### config.mk
export PLATFORM = sky130hd
export DESIGN_NAME = cursor_move_sequence_generator
export DESIGN_NICKNAME = d
export VERILOG_FILES = /design/src/rtl/cmsg_pkg.sv /design/src/rtl/cursor_move_sequence_generator.sv /design/src/rtl/cmsg_ram.sv /design/src/rtl/cmsg_seq.sv
export VERILOG_INCLUDE_DIRS = /design/src /design/src/rtl
export SDC_FILE = /design/constraint.sdc
export NUM_CORES = 1
export LEC_CHECK = 0
export ABC_CLOCK_PERIOD_IN_PS = 8300
export BUFFER_PORTS_ARGS = -buffer_cell sky130_fd_sc_hd__buf_2
export CAP_MARGIN = 0
export CORE_UTILIZATION = 44
export DETAILED_ROUTE_END_ITERATION = 12
export PLACE_DENSITY_LB_ADDON = 0.08
export SLEW_MARGIN = 30
export SYNTH_ARGS = -nofsm -noshare
export SYNTH_HDL_FRONTEND = slang
export SYNTH_SLANG_ARGS = --single-unit
### constraint.sdc
create_clock -name clk_i -period 8.3 [get_ports clk_i]
set_input_delay 2.075 -clock clk_i [delete_from_list [all_inputs] [get_ports clk_i]]
set_output_delay 2.075 -clock clk_i [all_outputs]
set_load 0.05 [all_outputs]
### src/rtl/cursor_move_sequence_generator_macros.svh
// Assertion macros for the cursor move sequence generator RTL
`ifndef CURSOR_MOVE_SEQUENCE_GENERATOR_MACROS_SVH
`define CURSOR_MOVE_SEQUENCE_GENERATOR_MACROS_SVH

// same-cycle implication, sampled on clk_i, off during reset
`define CMSG_ASSERT_IMP(lbl, ante, cons, msg) \
  lbl: assert property (@(posedge clk_i) disable iff (!rst_ni) (ante) |-> (cons)) \
    else $error(msg);

// next-cycle implication, sampled on clk_i, off during reset
`define CMSG_ASSERT_NXT(lbl, ante, cons, msg) \
  lbl: assert property (@(posedge clk_i) disable iff (!rst_ni) (ante) |=> (cons)) \
    else $error(msg);

`endif

### src/rtl/cmsg_pkg.sv
// Types, codes and microcode table of the cursor move sequence generator
package cmsg_pkg;

  localparam int LINE_LEN = 64;
  localparam int COL_W    = $clog2(LINE_LEN);

  localparam logic [7:0] ESC_CODE   = 8'h1B;
  localparam logic [7:0] CR_CODE    = 8'h0D;
  localparam logic [7:0] LBRKT_CODE = 8'h5B;
  localparam logic [7:0] FWD_CMD    = 8'h43;
  localparam logic [7:0] BACK_CMD   = 8'h44;
  localparam logic [7:0] DIGIT_ZERO = 8'h30;

  typedef enum logic [2:0] {
    REG_ANSI_EN    = 3'd0,
    REG_BS_CODE    = 3'd1,
    REG_END_LEN    = 3'd2,
    REG_END_BYTES  = 3'd3,
    REG_LINE_WIDTH = 3'd4
  } reg_idx_e;

  typedef enum logic [1:0] {
    ST_IDLE,
    ST_PLAN,
    ST_RUN
  } st_e;

  typedef enum logic [3:0] {
    SRC_ESC,
    SRC_BRKT,
    SRC_TENS,
    SRC_ONES,
    SRC_CMD,
    SRC_CR,
    SRC_LINE,
    SRC_END,
    SRC_BS
  } src_e;

  typedef enum logic [1:0] {
    RPT_ONCE,
    RPT_CNT_A,
    RPT_CNT_B
  } rpt_e;

  typedef enum logic {
    JMP_NONE,
    JMP_ONE_DIGIT
  } jmp_e;

  typedef enum logic [3:0] {
    PC_ESC,
    PC_BRKT,
    PC_TENS,
    PC_ONES,
    PC_CMD,
    PC_CR,
    PC_LINE,
    PC_END,
    PC_BS
  } pc_e;

  typedef struct packed {
    src_e src;
    rpt_e rpt;
    jmp_e jmp;
    pc_e  jmp_to;
    pc_e  nxt;
  } uword_t;

  typedef struct packed {
    logic             start;
    pc_e              entry;
    logic [COL_W-1:0] cnt_a;
    logic [COL_W-1:0] cnt_b;
    logic [COL_W-1:0] addr;
    logic [COL_W-1:0] total;
    logic [3:0]       tens;
    logic [3:0]       ones;
    logic             fwd;
  } plan_t;

  function automatic uword_t ucode_rom(pc_e pc);
    uword_t w;
    case (pc)
      PC_ESC:  w = '{SRC_ESC,  RPT_ONCE,  JMP_NONE,      PC_ESC,  PC_BRKT};
      PC_BRKT: w = '{SRC_BRKT, RPT_ONCE,  JMP_NONE,      PC_ESC,  PC_TENS};
      PC_TENS: w = '{SRC_TENS, RPT_ONCE,  JMP_ONE_DIGIT, PC_ONES, PC_ONES};
      PC_ONES: w = '{SRC_ONES, RPT_ONCE,  JMP_NONE,      PC_ESC,  PC_CMD};
      PC_CMD:  w = '{SRC_CMD,  RPT_ONCE,  JMP_NONE,      PC_ESC,  PC_ESC};
      PC_CR:   w = '{SRC_CR,   RPT_ONCE,  JMP_NONE,      PC_ESC,  PC_LINE};
      PC_LINE: w = '{SRC_LINE, RPT_CNT_A, JMP_NONE,      PC_ESC,  PC_ESC};
      PC_END:  w = '{SRC_END,  RPT_CNT_A, JMP_NONE,      PC_ESC,  PC_BS};
      PC_BS:   w = '{SRC_BS,   RPT_CNT_B, JMP_NONE,      PC_ESC,  PC_ESC};
      default: w = '{SRC_ESC,  RPT_ONCE,  JMP_NONE,      PC_ESC,  PC_ESC};
    endcase
    return w;
  endfunction

endpackage

### src/rtl/cursor_move_sequence_generator.sv
// Top level: a store word writes one byte of the 64-column line buffer; a move word is accepted,
// planned, then the microcode sequencer emits its bytes one byte a cycle while the output is not
// stalled (an ANSI escape with a single digit takes a step that emits nothing to skip the tens
// digit), and the block returns to idle; a move emits n bytes, n up to 63.
// A move to the current column emits nothing and ends in its accept cycle. Line bytes are read
// from a RAM with registered read, prefetched one address ahead by the sequencer.
module cursor_move_sequence_generator import cmsg_pkg::*; (
  input  logic        clk_i,
  input  logic        rst_ni,
  // input stream
  input  logic        s_axis_tvalid,
  output logic        s_axis_tready,
  input  logic [15:0] s_axis_tdata,   // position[5:0], char_value[13:6], zero[15:14]
  input  logic        s_axis_tuser,   // req_type[0]
  // output stream
  output logic        m_axis_tvalid,
  input  logic        m_axis_tready,
  output logic [7:0]  m_axis_tdata,   // out_byte[7:0]
  output logic        m_axis_tlast,
  // configuration
  input  logic        psel,
  input  logic        penable,
  input  logic        pwrite,
  input  logic [4:0]  paddr,
  input  logic [31:0] pwdata,
  output logic [31:0] prdata,
  output logic        pready
);

  st_e              state_q, state_d;
  logic [COL_W-1:0] cursor_q, cursor_d;
  logic [COL_W-1:0] old_q, old_d;
  logic [COL_W-1:0] tgt_q, tgt_d;

  logic        ansi_en_q;
  logic [7:0]  bs_code_q;
  logic [2:0]  end_len_q;
  logic [31:0] end_bytes_q;
  logic [6:0]  line_width_q;

  logic             acc;
  logic             is_move;
  logic [COL_W-1:0] in_pos;
  logic [7:0]       in_char;
  logic             cfg_wr;

  logic             busy;
  logic [COL_W-1:0] line_addr;
  logic [7:0]       line_data;
  plan_t            plan;

  // plan datapath
  logic             back;
  logic [COL_W-1:0] delta;
  logic [7:0]       dist8;
  logic [7:0]       escn8;
  logic [7:0]       rtn8;
  logic [2:0]       elen;
  logic             end_ok;
  logic [7:0]       ca8;
  logic [7:0]       bs_tail8;
  logic             use_end;
  logic [13:0]      tens_prod;
  logic [3:0]       tens;
  logic [COL_W-1:0] tens_x10;

  assign in_pos  = s_axis_tdata[5:0];
  assign in_char = s_axis_tdata[13:6];
  assign is_move = s_axis_tuser;

  assign s_axis_tready = (state_q == ST_IDLE);
  assign acc           = s_axis_tvalid && s_axis_tready;

  assign pready = 1'b1;
  assign cfg_wr = psel && penable && pwrite && pready;

  always_comb begin
    case (paddr[4:2])
      REG_ANSI_EN:    prdata = {31'd0, ansi_en_q};
      REG_BS_CODE:    prdata = {24'd0, bs_code_q};
      REG_END_LEN:    prdata = {29'd0, end_len_q};
      REG_END_BYTES:  prdata = end_bytes_q;
      REG_LINE_WIDTH: prdata = {25'd0, line_width_q};
      default:        prdata = 32'd0;
    endcase
  end

  always_ff @(posedge clk_i or negedge rst_ni) begin
    if (!rst_ni) begin
      ansi_en_q    <= 1'b0;
      bs_code_q    <= 8'h08;
      end_len_q    <= 3'd0;
      end_bytes_q  <= 32'd0;
      line_width_q <= 7'd64;
    end else if (cfg_wr) begin
      case (paddr[4:2])
        REG_ANSI_EN:    ansi_en_q    <= pwdata[0];
        REG_BS_CODE:    bs_code_q    <= pwdata[7:0];
        REG_END_LEN:    end_len_q    <= pwdata[2:0];
        REG_END_BYTES:  end_bytes_q  <= pwdata;
        REG_LINE_WIDTH: line_width_q <= pwdata[6:0];
        default: begin
        end
      endcase
    end
  end

  always_comb begin
    state_d  = state_q;
    cursor_d = cursor_q;
    old_d    = old_q;
    tgt_d    = tgt_q;
    case (state_q)
      ST_IDLE: begin
        if (acc && is_move) begin
          cursor_d = in_pos;
          old_d    = cursor_q;
          tgt_d    = in_pos;
          if (in_pos != cursor_q) begin
            state_d = ST_PLAN;
          end
        end
      end
      ST_PLAN: begin
        state_d = ST_RUN;
      end
      ST_RUN: begin
        if (!busy) begin
          state_d = ST_IDLE;
        end
      end
      default: begin
        state_d = ST_IDLE;
      end
    endcase
  end

  always_ff @(posedge clk_i or negedge rst_ni) begin
    if (!rst_ni) begin
      state_q  <= ST_IDLE;
      cursor_q <= '0;
    end else begin
      state_q  <= state_d;
      cursor_q <= cursor_d;
    end
  end

  always_ff @(posedge clk_i) begin
    old_q <= old_d;
    tgt_q <= tgt_d;
  end

  assign back      = (tgt_q < old_q);
  assign delta     = back ? (old_q - tgt_q) : (tgt_q - old_q);
  assign dist8     = {2'd0, delta};
  assign escn8     = (delta >= COL_W'(10)) ? 8'd5 : 8'd4;
  assign rtn8      = {2'd0, tgt_q} + 8'd1;
  assign elen      = (end_len_q > 3'd4) ? 3'd4 : end_len_q;
  assign end_ok    = (elen != 3'd0) && (line_width_q >= {1'b0, tgt_q});
  assign bs_tail8  = {1'b0, line_width_q} - {2'd0, tgt_q};
  assign ca8       = {5'd0, elen} + bs_tail8;
  assign use_end   = end_ok && (ca8 < dist8);
  assign tens_prod = {8'd0, delta} * 14'd205;
  assign tens      = {1'b0, tens_prod[13:11]};
  assign tens_x10  = {2'd0, tens} * COL_W'(10);

  always_comb begin
    plan       = '0;
    plan.start = (state_q == ST_PLAN);
    plan.tens  = tens;
    plan.ones  = 4'(delta - tens_x10);
    plan.fwd   = !back;
    plan.entry = PC_ESC;
    plan.total = escn8[COL_W-1:0];
    if (back) begin
      if (dist8 <= rtn8) begin
        if (!(ansi_en_q && (escn8 < dist8))) begin
          plan.entry = PC_BS;
          plan.cnt_b = delta;
          plan.total = delta;
        end
      end else if (!(ansi_en_q && (escn8 < rtn8))) begin
        plan.entry = PC_CR;
        plan.cnt_a = tgt_q;
        plan.total = rtn8[COL_W-1:0];
      end
    end else if (use_end) begin
      if (!(ansi_en_q && (escn8 < ca8))) begin
        plan.entry = PC_END;
        plan.cnt_a = {3'd0, elen};
        plan.cnt_b = bs_tail8[COL_W-1:0];
        plan.total = ca8[COL_W-1:0];
      end
    end else if (!(ansi_en_q && (escn8 < dist8))) begin
      plan.entry = PC_LINE;
      plan.cnt_a = delta;
      plan.addr  = old_q;
      plan.total = delta;
    end
  end

  cmsg_ram #(
    .Width(8),
    .Depth(LINE_LEN)
  ) u_line_ram (
    .clk_i  (clk_i),
    .we_i   (acc && !is_move),
    .waddr_i(in_pos),
    .wdata_i(in_char),
    .raddr_i(line_addr),
    .rdata_o(line_data)
  );

  cmsg_seq u_seq (
    .clk_i        (clk_i),
    .rst_ni       (rst_ni),
    .plan_i       (plan),
    .bs_code_i    (bs_code_q),
    .end_bytes_i  (end_bytes_q),
    .line_data_i  (line_data),
    .line_addr_o  (line_addr),
    .busy_o       (busy),
    .m_axis_tvalid(m_axis_tvalid),
    .m_axis_tready(m_axis_tready),
    .m_axis_tdata (m_axis_tdata),
    .m_axis_tlast (m_axis_tlast)
  );

endmodule

### src/rtl/cmsg_ram.sv
// Generic single-write, single-read RAM with registered read data
module cmsg_ram #(
  parameter int Width = 8,
  parameter int Depth = 64
) (
  input  logic                     clk_i,
  input  logic                     we_i,
  input  logic [$clog2(Depth)-1:0] waddr_i,
  input  logic [Width-1:0]         wdata_i,
  input  logic [$clog2(Depth)-1:0] raddr_i,
  output logic [Width-1:0]         rdata_o
);

  logic [Width-1:0] mem_q [Depth];
  logic [Width-1:0] rdata_q;

  always_ff @(posedge clk_i) begin
    if (we_i) begin
      mem_q[waddr_i] <= wdata_i;
    end
    rdata_q <= mem_q[raddr_i];
  end

  assign rdata_o = rdata_q;

endmodule

### src/rtl/cmsg_seq.sv
// Microcoded byte sequencer with output register for the move sequences
`include "cursor_move_sequence_generator_macros.svh"

module cmsg_seq import cmsg_pkg::*; (
  input  logic             clk_i,
  input  logic             rst_ni,
  input  plan_t            plan_i,
  input  logic [7:0]       bs_code_i,
  input  logic [31:0]      end_bytes_i,
  input  logic [7:0]       line_data_i,
  output logic [COL_W-1:0] line_addr_o,
  output logic             busy_o,
  output logic             m_axis_tvalid,
  input  logic             m_axis_tready,
  output logic [7:0]       m_axis_tdata,  // out_byte[7:0]
  output logic             m_axis_tlast
);

  logic             busy_q, busy_d;
  pc_e              pc_q, pc_d;
  logic [COL_W-1:0] cnt_a_q, cnt_a_d;
  logic [COL_W-1:0] cnt_b_q, cnt_b_d;
  logic [COL_W-1:0] addr_q, addr_d;
  logic [COL_W-1:0] tot_q, tot_d;
  logic [3:0]       tens_q, tens_d;
  logic [3:0]       ones_q, ones_d;
  logic             fwd_q, fwd_d;
  logic             ovalid_q, ovalid_d;
  logic [7:0]       obyte_q, obyte_d;
  logic             olast_q, olast_d;

  uword_t     uw;
  logic       slot;
  logic       jump;
  logic       emit;
  logic [7:0] byte_sel;

  assign uw   = ucode_rom(pc_q);
  assign slot = !ovalid_q || m_axis_tready;
  assign jump = busy_q && (uw.jmp == JMP_ONE_DIGIT) && (tens_q == 4'd0);
  assign emit = busy_q && !jump && slot;

  always_comb begin
    case (uw.src)
      SRC_ESC:  byte_sel = ESC_CODE;
      SRC_BRKT: byte_sel = LBRKT_CODE;
      SRC_TENS: byte_sel = DIGIT_ZERO + {4'd0, tens_q};
      SRC_ONES: byte_sel = DIGIT_ZERO + {4'd0, ones_q};
      SRC_CMD:  byte_sel = fwd_q ? FWD_CMD : BACK_CMD;
      SRC_CR:   byte_sel = CR_CODE;
      SRC_LINE: byte_sel = line_data_i;
      SRC_END:  byte_sel = end_bytes_i[{addr_q[1:0], 3'b000} +: 8];
      SRC_BS:   byte_sel = bs_code_i;
      default:  byte_sel = bs_code_i;
    endcase
  end

  always_comb begin
    busy_d   = busy_q;
    pc_d     = pc_q;
    cnt_a_d  = cnt_a_q;
    cnt_b_d  = cnt_b_q;
    addr_d   = addr_q;
    tot_d    = tot_q;
    tens_d   = tens_q;
    ones_d   = ones_q;
    fwd_d    = fwd_q;
    ovalid_d = ovalid_q;
    obyte_d  = obyte_q;
    olast_d  = olast_q;

    if (plan_i.start) begin
      busy_d  = 1'b1;
      pc_d    = plan_i.entry;
      cnt_a_d = plan_i.cnt_a;
      cnt_b_d = plan_i.cnt_b;
      addr_d  = plan_i.addr;
      tot_d   = plan_i.total;
      tens_d  = plan_i.tens;
      ones_d  = plan_i.ones;
      fwd_d   = plan_i.fwd;
    end else if (jump) begin
      pc_d = uw.jmp_to;
    end else if (emit) begin
      tot_d  = tot_q - COL_W'(1);
      busy_d = (tot_q != COL_W'(1));
      case (uw.rpt)
        RPT_ONCE: begin
          pc_d = uw.nxt;
        end
        RPT_CNT_A: begin
          cnt_a_d = cnt_a_q - COL_W'(1);
          addr_d  = addr_q + COL_W'(1);
          if (cnt_a_q == COL_W'(1)) begin
            pc_d = uw.nxt;
          end
        end
        RPT_CNT_B: begin
          cnt_b_d = cnt_b_q - COL_W'(1);
          if (cnt_b_q == COL_W'(1)) begin
            pc_d = uw.nxt;
          end
        end
        default: begin
          pc_d = uw.nxt;
        end
      endcase
    end

    if (emit) begin
      ovalid_d = 1'b1;
      obyte_d  = byte_sel;
      olast_d  = (tot_q == COL_W'(1));
    end else if (m_axis_tready) begin
      ovalid_d = 1'b0;
    end
  end

  always_ff @(posedge clk_i or negedge rst_ni) begin
    if (!rst_ni) begin
      busy_q   <= 1'b0;
      pc_q     <= PC_ESC;
      ovalid_q <= 1'b0;
    end else begin
      busy_q   <= busy_d;
      pc_q     <= pc_d;
      ovalid_q <= ovalid_d;
    end
  end

  always_ff @(posedge clk_i) begin
    cnt_a_q <= cnt_a_d;
    cnt_b_q <= cnt_b_d;
    addr_q  <= addr_d;
    tot_q   <= tot_d;
    tens_q  <= tens_d;
    ones_q  <= ones_d;
    fwd_q   <= fwd_d;
    obyte_q <= obyte_d;
    olast_q <= olast_d;
  end

  assign line_addr_o   = addr_d;
  assign busy_o        = busy_q;
  assign m_axis_tvalid = ovalid_q;
  assign m_axis_tdata  = obyte_q;
  assign m_axis_tlast  = olast_q;

  `CMSG_ASSERT_IMP(a_busy_has_work, busy_q, tot_q != '0, "sequencer busy with no bytes left")
  `CMSG_ASSERT_IMP(a_start_when_free, plan_i.start, !busy_q, "sequence started while busy")
  `CMSG_ASSERT_NXT(a_last_ends_run, emit && (tot_q == COL_W'(1)), !busy_q && m_axis_tlast, "last word did not end the run")
  `CMSG_ASSERT_IMP(a_count_live, busy_q && (uw.rpt == RPT_CNT_A), cnt_a_q != '0, "repeat step entered with empty count")

endmodule

======== After elaboration in Yosys (flattened, before gate mapping) ========
Memory sizes are Yosys's and may differ from the RTL's. A register that Yosys moved wholly into a read port is not among the register bits.
Index checks and enable logic that the tools add are counted.
storage, ports and cells
  bits in registers ....................... 118
  bits in writable memories ............... 512
  memory bits (read-only) ................. 208
  bits of input ports ..................... 61
  output and inout bits ................... 44
  logic and storage cells ................. 171
  memories ................................ 2
operators by class
  add/subtract/negate cells ............... 12
  multiply operators ...................... 2
  $lt $le $gt $ge ......................... 9
  equal/unequal tests ..................... 26
  shift operators ......................... 1
  multiplexer cells ....................... 58
  reductions and logical operators ........ 40
memories
  memory            depth  width  read ports  clocked after Yosys merged registers in  wr ports  line            text
  u_line_ram.mem_q  64     8      1           1                                        1         cmsg_ram.sv:14  logic [Width-1:0] mem_q [Depth];
  (name not given)  16     13     1           0                                        0         cmsg_pkg.sv:85  case (pc)
operators with widths
  operator                count
  $mux W6                 28
  $pmux W32 S5            1
  $pmux W8 S8             1
  $shiftx A32 B6 Y8       1
  $mux W4                 7
  $eq A6 B1 Y1 const B    3
  $mux W9                 2
  $sub A6 B1 Y6 const B   3
  $eq A4 B3 Y1 const B    4
  $mux W16                1
  $mux W15                1
  $logic_and A1 B1 Y1     14
  $mul A6 B8 Y14 const B  1
  $reduce_and A2 Y1       7
  $mux W12                1
  $reduce_and A3 Y1       4
  $sub A6 B6 Y6           2
  $mux W10                1
  $add A3 B8 Y8           1
  $eq A4 B2 Y1 const B    2
  $logic_not A4 Y1        2
  $lt A3 B8 Y1            1
  $lt A8 B6 Y1            1
  $mux W1                 8
  other kinds (35)        51

======== Depth between registers and ports, before layout ========
Gate-level depths: netlist of the first run.
  word-level depth ........................ 10
  mapped depth ............................ 32
  mapped depth without buffers ............ 32

======== Cells and area by module ========
From an unflattened synthesis of the first run, not the netlist that was laid out.
second synthesis, totals
  cell total of the unflattened synthesis .. 1,801
  area, all modules ....................... 28,865.2 um2
modules (own cells, without submodules)
  module                          times used  cells each  area an instance (um2)
  cmsg_ram                        1           940         20,166.8
  cursor_move_sequence_generator  1           577         5,783.0
  cmsg_seq                        1           284         2,915.3

======== Worst setup path before layout of the first run ========
No wires, ideal clock.
  path kind ............................... register to register
  start point ............................. register tgt_q[0]
  end point ............................... register u_seq.ones_q[3] (data pin)
  library setup time ...................... 0.262 ns
  arrival time ............................ 6.769 ns
  required time ........................... 8.038 ns
  setup slack ............................. 1.270 ns
  cell stages (with the launch flop) ...... 30
  cell sequence ........................... edfxtp_1 -> inv_1 -> ha_1 -> inv_1 -> fa_1 -> a211oi_2 -> o21bai_1 -> a21oi_1 -> clkbuf_1 -> mux2_2 -> a31oi_1 -> o22ai_1 -> xnor2_1 -> ha_1 -> ha_1 -> inv_1 -> fa_1 -> inv_1 -> ha_1 -> and4b_1 -> a211oi_1 -> nor3_1 -> o21a_1 -> o21a_1 -> nor2_1 -> xnor2_1 -> fa_1 -> xor2_1 -> xnor2_1 -> xnor2_1
RTL lines
  element                 line                                   text
  start, declared         cursor_move_sequence_generator.sv:33   logic [COL_W-1:0] tgt_q, tgt_d;
  start signal, assigned  cursor_move_sequence_generator.sv:150  tgt_q <= tgt_d;
  end signal, assigned    cmsg_seq.sv:137                        ones_q <= ones_d;
  end, declared           cmsg_seq.sv:26                         logic [3:0] ones_q, ones_d;

======== Final worst setup path of the first run ========
  start point ............................. register tgt_q[0]
  end point ............................... register u_line_ram.rdata_q[0] (netlist: u_line_ram.rdata_o[0]), read port of u_line_ram.mem_q
between the ends
  longest elaborated chain between the ends .. 10
  elaborated cells between the ends (all ways) .. 18
ends and longest elaborated chain
  element                                        line                                                                          text
  $sub A6 B6 Y6 or $lt A6 B6 Y1 (tied branches)  cursor_move_sequence_generator.sv:154, cursor_move_sequence_generator.sv:153
  $mux W6                                        cursor_move_sequence_generator.sv:154                                         assign delta = back ? (old_q - tgt_q) : (tgt_q - old_q);
  $ge A6 B4 Y1                                   cursor_move_sequence_generator.sv:156                                         assign escn8 = (delta >= COL_W'(10)) ? 8'd5 : 8'd4;
  $mux W1                                        cursor_move_sequence_generator.sv:156
  $lt A3 B6 Y1                                   cursor_move_sequence_generator.sv:194                                         end else if (!(ansi_en_q && (escn8 < dist8))) begin
  $logic_and A1 B1 Y1                            cursor_move_sequence_generator.sv:194
  $mux W12                                       cursor_move_sequence_generator.sv:194
  $mux W6                                        cursor_move_sequence_generator.sv:187                                         end else if (use_end) begin
  $mux W6 *                                      cursor_move_sequence_generator.sv:175                                         if (back) begin
  $mux W6 *                                      cmsg_seq.sv:72                                                                if (plan_i.start) begin
  end, declared                                  cmsg_ram.sv:15                                                                logic [Width-1:0] rdata_q;
Mark *: on every way between the ends. The rest lies on a longest branch, timed or not.
A chain may end at the register's enable or synchronous reset.

==> impl_metrics.json, run 1 <==
{
  "drv_slew": 0,
  "ctsHoldBuffers": 0,
  "numCtsBuffers": 71,
  "ys_seq_area_frac": 0.643,
  "synth.distinct_cells": 89,
  "end_kind": "flop",
  "yosysWarnings": 0,
  "die_y_um": 259,
  "cp.required_ns": 8.83,
  "drive_gt1_frac": 0.135,
  "final_nets": 2607,
  "clk_pin_slew_ns": 0.06,
  "syn-mean-instance-area_um2": 12.2,
  "cts_buffer_depth": 3,
  "synth_area_um2": 29100,
  "irDropWorstVdd_mv": 0.266,
  "slowest_stage": "a2111oi_0",
  "synth_top_area_frac": 0.577,
  "tns_ns": 0,
  "max_freq_mhz": 128,
  "vias": 19300,
  "finalHoldViolations": 0,
  "crit_top_cell": "inv_1",
  "synth_compound_area_frac": 0.0952,
  "ys.flop_type": "edfxtp_1",
  "die_x_um": 259,
  "synth.largest_area_cell": "edfxtp_1",
  "yosys.area_share.simple": 0.138,
  "synth.area.mux_share": 0.0410,
  "cts_num_sinks": 638,
  "critPathArrivalTime_ns": 8.32,
  "nFillCells": 5660,
  "mostFrequentLayoutCell": "edfxtp_1",
  "synth-adder-area-share": 0.0381,
  "ioPinCount": 105,
  "slew-limit-headroom": 0.367,
  "cp_num_buf_inv": 6,
  "dp_hpwl_um": 50100,
  "finalCritPeriodShare": 0.939,
  "synthXorXnorAreaFrac": 0.0138,
  "area_growth_pct": 12.5,
  "cts_setup_buffers": 0,
  "tightest_slew_ns": 0.926,
  "drt_wl_total_um": 78900,
  "io_buffers": 99,
  "grt_max_degree": 105,
  "worstSetupStartpointType": "flop",
  "final_area_um2": 32700,
  "final-setup-viol-count": 0,
  "antenna_left": 0,
  "synth_cells": 2382,
  "place_congestion": 0.883,
  "final_cell_mix": "559 x edfxtp_1, 462 x nand2_1, 206 x nand3_1",
  "rsz0062_at_grt": "no",
  "clockRootBuffer": "clkbuf_16",
  "dr.pass1.iters": 5,
  "drc_errors": 0,
  "initial_core_util": 0.448,
  "antenna_found_initial": 1,
  "worstPathMaxFanout": 35,
  "min_path_type": "flop to flop",
  "crit_type": "flop to flop",
  "via_per_inst": 5.75,
  "clk_latency_ns": 0.61,
  "fin_skew_ns": 0.0299,
  "first_global_vias": 18900,
  "powerDensity_nw_per_um2": 353,
  "synth_top_family_by_area": "simple AND/OR/NAND/NOR gates",
  "maxCapViolCount": 0,
  "cp_top_family": "compound AO/OA/AOI/OAI gates",
  "placedInstanceArea_um2": 30500,
  "synthArstFlopShare": 0.102,
  "synthTopCellsByArea": "edfxtp_1 58%, nand2_1 6.0%, dfrtp_1 5.4%",
  "worst_path_largest_cell_delay_ns": 0.87,
  "syn_nets": 2525,
  "synth-edff-count": 559,
  "status": "completed",
  "yosys_register_bits": 638,
  "track_usage": 0.235,
  "dieArea_um2": 67100,
  "rows": 93,
  "drt_iter0_markers": 1542,
  "wire_per_inst_um": 23.4,
  "post-route-min-period_ns": 7.79,
  "core_um2": 64900,
  "leakagePower_uw": 0.0120,
  "grt_pass1_wl_um": 119000,
  "htreeDepth": 3,
  "grt.overflow.total": 0,
  "cts.repair.resized": 0,
  "cts_tree": "yes"
}
-- Yosys cell counts, types with 7 or more instances --
master,instances
a32oi_1,15
ha_1,71
fa_1,11
nor2b_1,11
inv_1,73
a31oi_1,31
xor2_1,14
edfxtp_1,559
nor4_1,9
dfxtp_1,14
and3_1,29
a22o_1,10
nand3_1,206
nor2_1,121
a21o_1,8
mux4_2,8
mux2_2,58
a21boi_0,28
nand2_1,462
a22oi_1,14
nor3_1,20
clkbuf_1,59
mux2i_1,36
o21ai_0,33
a21oi_1,98
nand2b_1,7
o21a_1,8
buf_4,9
a211oi_1,36
a311oi_1,38
xnor2_1,30
a2111oi_0,7
a221oi_1,18
dfrtp_1,63
buf_1,13
buf_2,57
-- where the power goes --
| part | internal, uW | total, uW | switching, uW |
|---|---|---|---|
| Combinational | 1580 | 4550 | 2970 |
| Sequential | 3790 | 3990 | 204 |
| Clock | 1760 | 3010 | 1250 |
-- routing by layer --
metal	up-vias	global-route usage	part of all wire
met3	114	0.0344	0.052
met4	0	0.0748	0.028
met1	9671	0.314	0.43
li1	8962	-	-
met5	-	0	0
met2	597	0.394	0.49
-- worst paths after layout --
path | to | cells after the start | slack (ns) | from
min in group asynchronous | u_seq.busy_o$_DFFE_PN0P_ | 2 | 1.56 | rst_ni
worst min register to register | old_q[4]$_DFFE_PP_ | 0 | 0.49 | cursor_q[4]$_DFFE_PN0P_
worst max register to register | u_line_ram.rdata_o[0]$_DFF_P_ | 27 | 0.51 | tgt_q[0]$_DFFE_PP_
worst max-delay path | u_line_ram.rdata_o[0]$_DFF_P_ | 27 | 0.51 | tgt_q[0]$_DFFE_PP_
max in group asynchronous | end_bytes_q[5]$_DFFE_PN0P_ | 2 | 6.25 | rst_ni
worst min-delay path | old_q[4]$_DFFE_PP_ | 0 | 0.49 | cursor_q[4]$_DFFE_PN0P_
-- registers in the layout, summed over array words and instances, names as in the netlist, 4 cells and up --
| name | flops |
|---|---|
| line_width_q | 7 |
| u_seq.m_axis_tdata | 8 |
| bs_code_q | 8 |
| u_seq.addr_q | 6 |
| u_line_ram.rdata_o | 8 |
| u_seq.ones_q | 4 |
| u_seq.cnt_a_q | 6 |
| old_q | 6 |
| u_seq.pc_q | 4 |
| u_seq.tot_q | 6 |
| u_seq.cnt_b_q | 6 |
| cursor_q | 6 |
| tgt_q | 6 |
| u_line_ram.mem_q | 512 |
| end_bytes_q | 32 |
-- stage by stage --
step / hold WS, ns / setup slack (ns) / std cells / total power, uW / util
global placement: 0.474 / 0.735 / 3246 / 8560 / 0.470
floorplan: 0.462 / 1.27 / 2382 / 7130 / -
global route: 0.502 / 0.0951 / 3366 / 12200 / 0.504
detailed placement: 0.475 / 0.582 / 3246 / 8620 / 0.470
CTS: 0.487 / 0.577 / 3366 / 11600 / 0.504
finish: 0.491 / 0.506 / 3367 / 11600 / 0.504
-- cells by family after synthesis --
family | Yosys count
other | 1
AO/OA/AOI/OAI | 390
multiplexers | 102
buffers and inverters | 215
adder cells (fa/ha/maj) | 82
XOR/XNOR | 45
AND/OR/NAND/NOR | 909
flip-flops | 638
-- layout make-up --
cell class                      count  area (um^2)  share of cell area
Inverter                           77          294             0.00898
Sequential cell                   638        18700               0.571
Multi-Input combinational cell   1529         9510               0.291
Timing Repair Buffer              147          962              0.0294
Antenna cell                        1         2.50           0.0000765
Clock inverter                     22          213             0.00650
Clock buffer                       98         1980              0.0606
Tap cell                          855         1070              0.0327
(Power assumes the default switching activity.)
==> inputs of run 2 (changes only) <==
Settings changed: CORE_ASPECT_RATIO set to 1.25, REMOVE_ABC_BUFFERS set to 1.
==> run 2 against run 1 <==
Against the previous run:
- register-to-register slack improved by 0.36 ns
- routed wire length increased by 1.4%
- clock power decreased by 4%
- sequential power about the same
- highest routed layer unchanged
- maximum frequency increased by 4.9%
- core utilization decreased by 0.71 points
- sequential share of layout area increased by 0.26 points
- clock-buffer cell count decreased by 15
- worst hold slack improved by 0.0036 ns
==> impl_metrics.json, run 2 (same netlist as run 1, synthesis figures left out) <==
{
  "die_y_um": 289,
  "n_antenna_cell": 0,
  "cp.required_ns": 8.84,
  "clk_pin_slew_ns": 0.06,
  "largest_register_ffs": 512,
  "cts_num_sinks": 638,
  "min_to": "old_q[5]$_DFFE_PP_",
  "final_core_util": 0.497,
  "final_nets": 2601,
  "irDropWorstVdd_mv": 0.271,
  "final_cells": 3365,
  "io_buffers": 99,
  "critPathArrivalTime_ns": 7.97,
  "max_freq_mhz": 135,
  "cts_tree": "yes",
  "ioPinCount": 105,
  "finalHoldViolations": 0,
  "drive_gt1_frac": 0.134,
  "dp_hpwl_um": 50900,
  "seqCellArea_um2": 18700,
  "rrSetupSlack_ns": 0.87,
  "crit_type": "flop to flop",
  "cts_setup_buffers": 0,
  "cp_num_buf_inv": 8,
  "tightest_slew_ns": 0.941,
  "clockRootBuffer": "clkbuf_16",
  "vias": 19300,
  "ctsHoldBuffers": 0,
  "worst_path_largest_cell_delay_ns": 0.59,
  "post-route-min-period_ns": 7.43,
  "numCtsBuffers": 68,
  "antenna_left": 0,
  "leakagePower_uw": 0.0120,
  "slowest_stage": "a221oi_1",
  "core_um2": 65600,
  "track_usage": 0.239,
  "cts_buffer_depth": 3,
  "clk_latency_ns": 0.61,
  "finalCritPeriodShare": 0.895,
  "cts.repair.resized": 0,
  "nFillCells": 5783,
  "rsz0062_at_grt": "no",
  "drc_errors": 0,
  "grt_pass1_wl_um": 119000,
  "worstSetupStartpointType": "flop",
  "startpoint": "tgt_q[0]$_DFFE_PP_",
  "slew-limit-headroom": 0.370,
  "rows": 105,
  "regToRegEndpoint": "u_line_ram.rdata_o[6]$_DFF_P_",
  "multi_input_area_um2": 9510,
  "placed_cells": 3244,
  "hold_path_depth": 0,
  "placedInstanceArea_um2": 30500,
  "drv_slew": 0,
  "final_cell_mix": "559 x edfxtp_1, 462 x nand2_1, 206 x nand3_1",
  "min_path_type": "flop to flop",
  "dieArea_um2": 67100,
  "fin_skew_ns": 0.0189,
  "end_kind": "flop",
  "drt_iter0_markers": 1756,
  "status": "completed",
  "reg2reg_from": "tgt_q[0]$_DFFE_PP_",
  "top_regs": "u_line_ram.mem_q (512), end_bytes_q (32)",
  "htreeDepth": 3,
  "area_growth_pct": 12.0,
  "grt.overflow.total": 0,
  "final_area_um2": 32600,
  "antenna_found_initial": 0,
  "place_congestion": 0.860,
  "worstPathMaxFanout": 38,
  "die_x_um": 232,
  "final-setup-viol-count": 0,
  "mostFrequentLayoutCell": "edfxtp_1",
  "grt_max_degree": 138,
  "r2r_cells": 30,
  "via_per_inst": 5.73,
  "top_register": "u_line_ram.mem_q",
  "dr.pass1.iters": 6,
  "first_global_vias": 19100,
  "maxCapViolCount": 0,
  "min_from": "cursor_q[5]$_DFFE_PN0P_",
  "cp_top_family": "compound AO/OA/AOI/OAI gates",
  "wire_per_inst_um": 23.8,
  "initial_core_util": 0.444,
  "powerDensity_nw_per_um2": 350,
  "drt_wl_total_um": 80000
}
-- run 2: cell count changes in the layout (fill, tap and decap cells not counted), moves of 3 or more --
| cell | delta |
|---|---|
| clkbuf_16 | -5 |
| clkinv_2 | +10 |
| clkbuf_1 | -8 |
| buf_2 | -3 |
| clkinv_1 | +6 |
-- run 2: cell type report --
type,count,area share
clock buffer,83,0.0553
clock inverter,38,0.00879
inverter,77,0.00902
multi-input combinational,1529,0.292
sequential,638,0.574
tap,856,0.0329
timing repair buffer,144,0.0283
-- run 2: per-layer routing --
layer | global-route usage | wire length, um
met1 | 0.296 | 32000
met2 | 0.424 | 41100
met3 | 0.0300 | 4120
met4 | 0.0936 | 2810
met5 | 0 | 0
-- run 2: where the power goes --
group / internal [uW] / switching, uW
Clock: 1640 / 1250
Sequential: 3790 / 211
Combinational: 1540 / 2980
Total: 6980 / 4440
-- run 2: worst max-delay path by stage --
| stage | endpoint | cells after the start |
|---|---|---|
| final | u_line_ram.rdata_o[6]$_DFF_P_ | 30 |
| after global routing | u_line_ram.rdata_o[6]$_DFF_P_ | 30 |
| after CTS | u_seq.ones_q[3]$_DFFE_PP_ | 33 |
| after detailed placement | u_seq.ones_q[3]$_DFFE_PP_ | 33 |
| after global placement | u_seq.ones_q[3]$_DFFE_PP_ | 33 |
| after floorplan | u_line_ram.rdata_o[6]$_DFF_P_ | 24 |
-- run 2: worst reg2reg max path, delay by kind of cell, from the launching register on --
family	cells	cell delay, ns
compound gates	12	2.93
buf+inv	8	1.75
simple gates	5	0.86
fa+ha+maj	3	0.82
flops	1	0.54
mux	1	0.35
xor+xnor	1	0.13
-- run 2: metrics by stage --
step | worst slack, ns | setup TNS (ns) | power [uW] | hold slack, ns
global placement | 0.865 | 0 | 8580 | 0.472
floorplan | -4.97 | -43.99 | 7140 | 0.462
CTS | 0.821 | 0 | 11500 | 0.495
global route | 0.411 | 0 | 12100 | 0.503
finish | 0.870 | 0 | 11400 | 0.494
detailed placement | 0.848 | 0 | 8630 | 0.477
